## config.mk

```make
export PLATFORM = sky130hd
export DESIGN_NAME = sbst_ram
export DESIGN_NICKNAME = d
export VERILOG_FILES = /design/src/rtl/core/assert_macros.svh /design/src/rtl/core/sbst_ram.sv
export SDC_FILE = /design/constraint.sdc
export NUM_CORES = 2
export LEC_CHECK = 0
export ABC_AREA = 1
export BUFFER_PORTS_ARGS = -buffer_cell sky130_fd_sc_hd__buf_2
export CAP_MARGIN = 20
export CORE_MARGIN = 2
export CORE_UTILIZATION = 35
export CTS_CLUSTER_SIZE = 28
export DETAILED_ROUTE_END_ITERATION = 8
export REMOVE_ABC_BUFFERS = 1
export SYNTH_ARGS = -nofsm -noshare
export SYNTH_HDL_FRONTEND = slang
export SYNTH_SLANG_ARGS = --single-unit
```

## constraint.sdc

```tcl
create_clock -name clk -period 2.93 [get_ports clk]
set_clock_uncertainty 0.2 [all_clocks]
set_input_delay 0.293 -clock clk [delete_from_list [all_inputs] [get_ports clk]]
set_output_delay 0.293 -clock clk [all_outputs]
set_load 0.01 [all_outputs]
```

## src/rtl/core/assert_macros.svh

```systemverilog
// Assertion macros shared by the RTL of the spanning tree engine.
// No dependencies; define NO_ASSERTIONS to compile them away.
`ifndef ASSERT_MACROS_SVH
`define ASSERT_MACROS_SVH
`ifndef NO_ASSERTIONS
`define ASSERT_IMPLIES(label, clk, rst_n, a, b) \
    label: assert property (@(posedge clk) disable iff (!rst_n) (a) |-> (b)) \
        else $error("assertion failed");
`define ASSERT_NEXT(label, clk, rst_n, a, b) \
    label: assert property (@(posedge clk) disable iff (!rst_n) (a) |=> (b)) \
        else $error("assertion failed");
`else
`define ASSERT_IMPLIES(label, clk, rst_n, a, b)
`define ASSERT_NEXT(label, clk, rst_n, a, b)
`endif
`endif

```

## src/rtl/core/sbst_ram.sv

```systemverilog
// Generic single-port synchronous RAM with registered read.
// No dependencies.
module sbst_ram #(
    parameter int WIDTH = 8,
    parameter int DEPTH = 256
) (
    input  logic                     clk,
    input  logic                     we,
    input  logic [$clog2(DEPTH)-1:0] addr,
    input  logic [WIDTH-1:0]         wdata,
    output logic [WIDTH-1:0]         rdata
);
    logic [WIDTH-1:0] mem [DEPTH];

    // Write and registered read.
    always_ff @(posedge clk)
    begin
        if (we)
        begin
            mem[addr] <= wdata;
        end
        rdata <= mem[addr];
    end
endmodule
```

# Yosys cells after proc, flatten, opt, wreduce, memory -nomap -nowiden
# Memories as Yosys holds them, arrays and structs flattened. A register that Yosys moved wholly into a read port is not among the register bits.
# Cells that the tools add are included.
# Widths: inputs -> output; s select.
# word_totals
register_bits	0
latch_bits	0
ramBits	2048
rom_bits	0
inputBits	18
out_inout_bits	8
word_cells	3
n_memories	1
# memory_table
memory	depth	width	rd	rd_clocked_by_memory_dff	wr	line_no	rtl
mem	256	8	1	1	1	sbst_ram.sv:13	logic [WIDTH-1:0] mem [DEPTH];
# op_classes
n_addsub	0
multipliers	0
n_div	0
magnitude_cmp	0
n_eq_ne	0
shifts	0
muxes	2
bitwise	0
reduce_logical	0
# op_table
cell	n
$mux 1	2

# Logic depth before layout (Yosys ltp)
# logic_depth
depth_word	2
depth_mapped	15

# Worst setup path before layout
# Ideal clock, no wire load.
# synth_path
kind	input to register
start	input addr[1]
end	memory mem[234][0] (enable)
setup_ns	0.370
arrival_ns	1.763
setup_slack_ns	0.597
cell_stages	10
path_cell_list	buf_4 inv_4 nor2_8 buf_4 buf_4 inv_2 nor2_1 nand2_1 clkbuf_1 nor2_1
# synth_rtl
item	line_no	rtl
from (decl)	sbst_ram.sv:9	input logic [$clog2(DEPTH)-1:0] addr,
to (decl)	sbst_ram.sv:13	
# No word-level cell before the write port.

==> results.cfg <==
[setup_path]
start_kind = input pin
r2r_cells = 14
crit_fanout = 60
criticalPathCategory = in -> reg
crit_path_end_kind = register
cp.arrival_ns = 3.25
required_ns = 3.44

[grt]
grt_usage = 0.189
antenna_found_initial = 7
grt_pass1_wl_microns = 351000
grt_pass1_vias = 55300
grt_max_degree = 109
overflow = 0

[synthesis]
synth-adder-area-share = 0
yosysSeqAreaShare = 0.727
synth_area_per_cell_sq_um = 10.6
yosysMostFrequentCell = nand2_1
synth_simple_gate_area_frac = 0.238
synth_compound_gate_area_share = 0.0113
synth_edf_count = 2048
synth-async-reset-ratio = 0
synth_cell_type_count = 18
synth_commonest_cells = nand2_1 (4770), edfxtp_1 (2048), nor2_1 (361)
synth_xor_area_frac = 0
netlist_instances = 8021
synth_top_family_by_area = simple AND/OR/NAND/NOR gates
yosysTopAreaCellShare = 0.725
synth_top_area_cell = edfxtp_1
synth_ff_type = edfxtp_1
netlist_top_cells_area = edfxtp_1 (72%), nand2_1 (21%), nor2_1 (1.6%)
synthMuxAreaShare = 0
netlist_area_sq_mm = 0.0849
yosys_warnings = 0
synth_seq_cells = 2056

[die]
dieArea_sq_mm = 0.246
rows = 180
io_pins = 26
start_util = 0.352
die_h_microns = 496
core_sq_mm = 0.241
die_w_microns = 496

[finish]
drive_gt1_frac = 0.0976
fillers = 22400
layout.cells.non_filler = 11700
final_nets = 8384
fin_area_sq_mm = 0.0990
syn_to_final_growth_pct = 16.7

[routing]
wl_per_cell_microns = 20.0
antenna_left = 0
drt_wl_total_microns = 235000
num_vias = 57400
viasPerCell = 4.89
drc = 0
drt_iter0_markers = 5995
drt_pre_antenna_iters = 5

[flow_run]
drv_cap = 0

[cts]
cts_setup_buffers = 0
cts.htree.levels = 4
numCtsBuffers = 210
clk_pin_slew_ns = 0.06
cts_root_buf = clkbuf_16
clock_sinks = 2056
clk_latency_ns = 0.85
cts_tree = yes
clock_path_buffers = 3

[timing]
worst_hold_slack_ns = 0.104
timing.fmax_ghz = 0.365
grt_setup_unrepaired = no
hold_violations = 0
finalSetupViolCount = 0
fin_crit_sh = 0.936
drv_slew = 0
max_slew.worst_pin.slew_ns = 1.07
timing.final.ws_setup_ns = 0.188
min_period_ns = 2.74
slew_headroom = 0.281

[power]
p_total_mw = 62.4
powerDensity_mw_per_mm2 = 630
power.leakage_nw = 39.5
ir_drop_uv = 669

[place]
placed_area_sq_mm = 0.0922
post-dp-hpwl_microns = 144000
preCtsSetupSlack_ns = -0.371
io_buffer_count = 25
gp_congestion = 0.900
dp_cells = 11300

[hold_path]
worstHoldPathCells = 5
hold_class = in -> reg

[outcome]
outcome = finished, final reports clean
power breakdown:
part,switching [mW],internal [mW]
Combinational,2.78,0.985
Sequential,0.0449,32.4
Clock,11.2,14.9
Total,14.1,48.3
metrics by stage:
step / utilization / setup TNS (ns)
after floorplan: - / -5250.58
after global placement: 0.383 / -1.80
after detailed placement: 0.383 / -2.20
after CTS: 0.411 / 0
after global routing: 0.411 / 0
final: 0.411 / 0
cell type report:
type / count / area (sq um) / area share
flip-flops and latches: 2056 / 61700 / 0.623
repair buffers: 550 / 5270 / 0.0533
clock inverters: 129 / 1100 / 0.0111
multi-input cells: 5513 / 21200 / 0.214
diodes: 3 / 7.51 / 0.0000758
clock buffers: 260 / 5570 / 0.0563
well taps: 3185 / 3990 / 0.0403
inverters: 35 / 165 / 0.00167
metal layers:
layer / vias to the layer above / global-route usage / share of wire
met5: - / 0 / 0
met4: 0 / 0.0615 / 0.030
met3: 336 / 0.0241 / 0.072
met2: 2093 / 0.305 / 0.47
met1: 27900 / 0.264 / 0.43
li1: 27100 / - / -
worst paths after layout:
kind	to	slack [ns]	from
min reg2reg	rdata[2]	0.81	mem[234][2]
min	mem[174][2]	0.10	addr[4]
max	rdata[1]	0.19	addr[0]
max reg2reg	rdata[1]	0.20	mem[184][1]
logic make-up after synthesis:
kind of cell    Yosys count
simple gates           5321
flops                  2056
buf+inv                 452
compound gates          192
cell usage in the layout, fill, tap and decap left out:
| master | count |
|---|---|
| a21oi_1 | 32 |
| buf_12 | 86 |
| buf_2 | 15 |
| buf_4 | 427 |
| buf_8 | 10 |
| bufinv_16 | 17 |
| clkbuf_1 | 44 |
| clkbuf_16 | 216 |
| clkinv_1 | 62 |
| clkinv_2 | 34 |
| clkinv_8 | 1 |
| clkinvlp_4 | 6 |
| dfxtp_1 | 8 |
| diode_2 | 3 |
| dlygate4sd3_1 | 12 |
| edfxtp_1 | 2048 |
| inv_1 | 29 |
| inv_16 | 5 |
| inv_2 | 1 |
| inv_4 | 2 |
| inv_6 | 6 |
| inv_8 | 1 |
| nand2_1 | 4770 |
| nand2_4 | 1 |
| nand3_1 | 188 |
| nor2_1 | 356 |
| nor2_4 | 5 |
| nor2_8 | 1 |
| o21ai_0 | 41 |
| o21ai_1 | 119 |
what timing repair did:
| item | 4_1_cts | 5_1_grt |
|---|---|---|
| resized for setup | 0 | 0 |
| endpoints found under the hold margin | 1535 | 0 |
| hold buffers | 12 | 0 |
| setup endpoints to repair | 0 | 0 |
critical path: stages:
cell and delay [ns]:
buf_8 0.26, inv_8 0.09, buf_12 0.18, buf_12 0.26
nand2_1 0.10, nand2_1 0.05, nand2_1 0.07, nand2_1 0.06
nand2_1 0.05, nand2_1 0.07, o21ai_0 0.39, nand2_1 0.10
nor2_1 0.18, nor2_1 0.13, nor2_1 0.11, dlygate4sd3_1 0.55
buf_4 0.10, nand2_1 0.04
state kept, by name (all words and copies together), names as in the netlist:
register,count
mem,2048
rdata,8
Note: power is estimated with default switching activity, not from simulation.
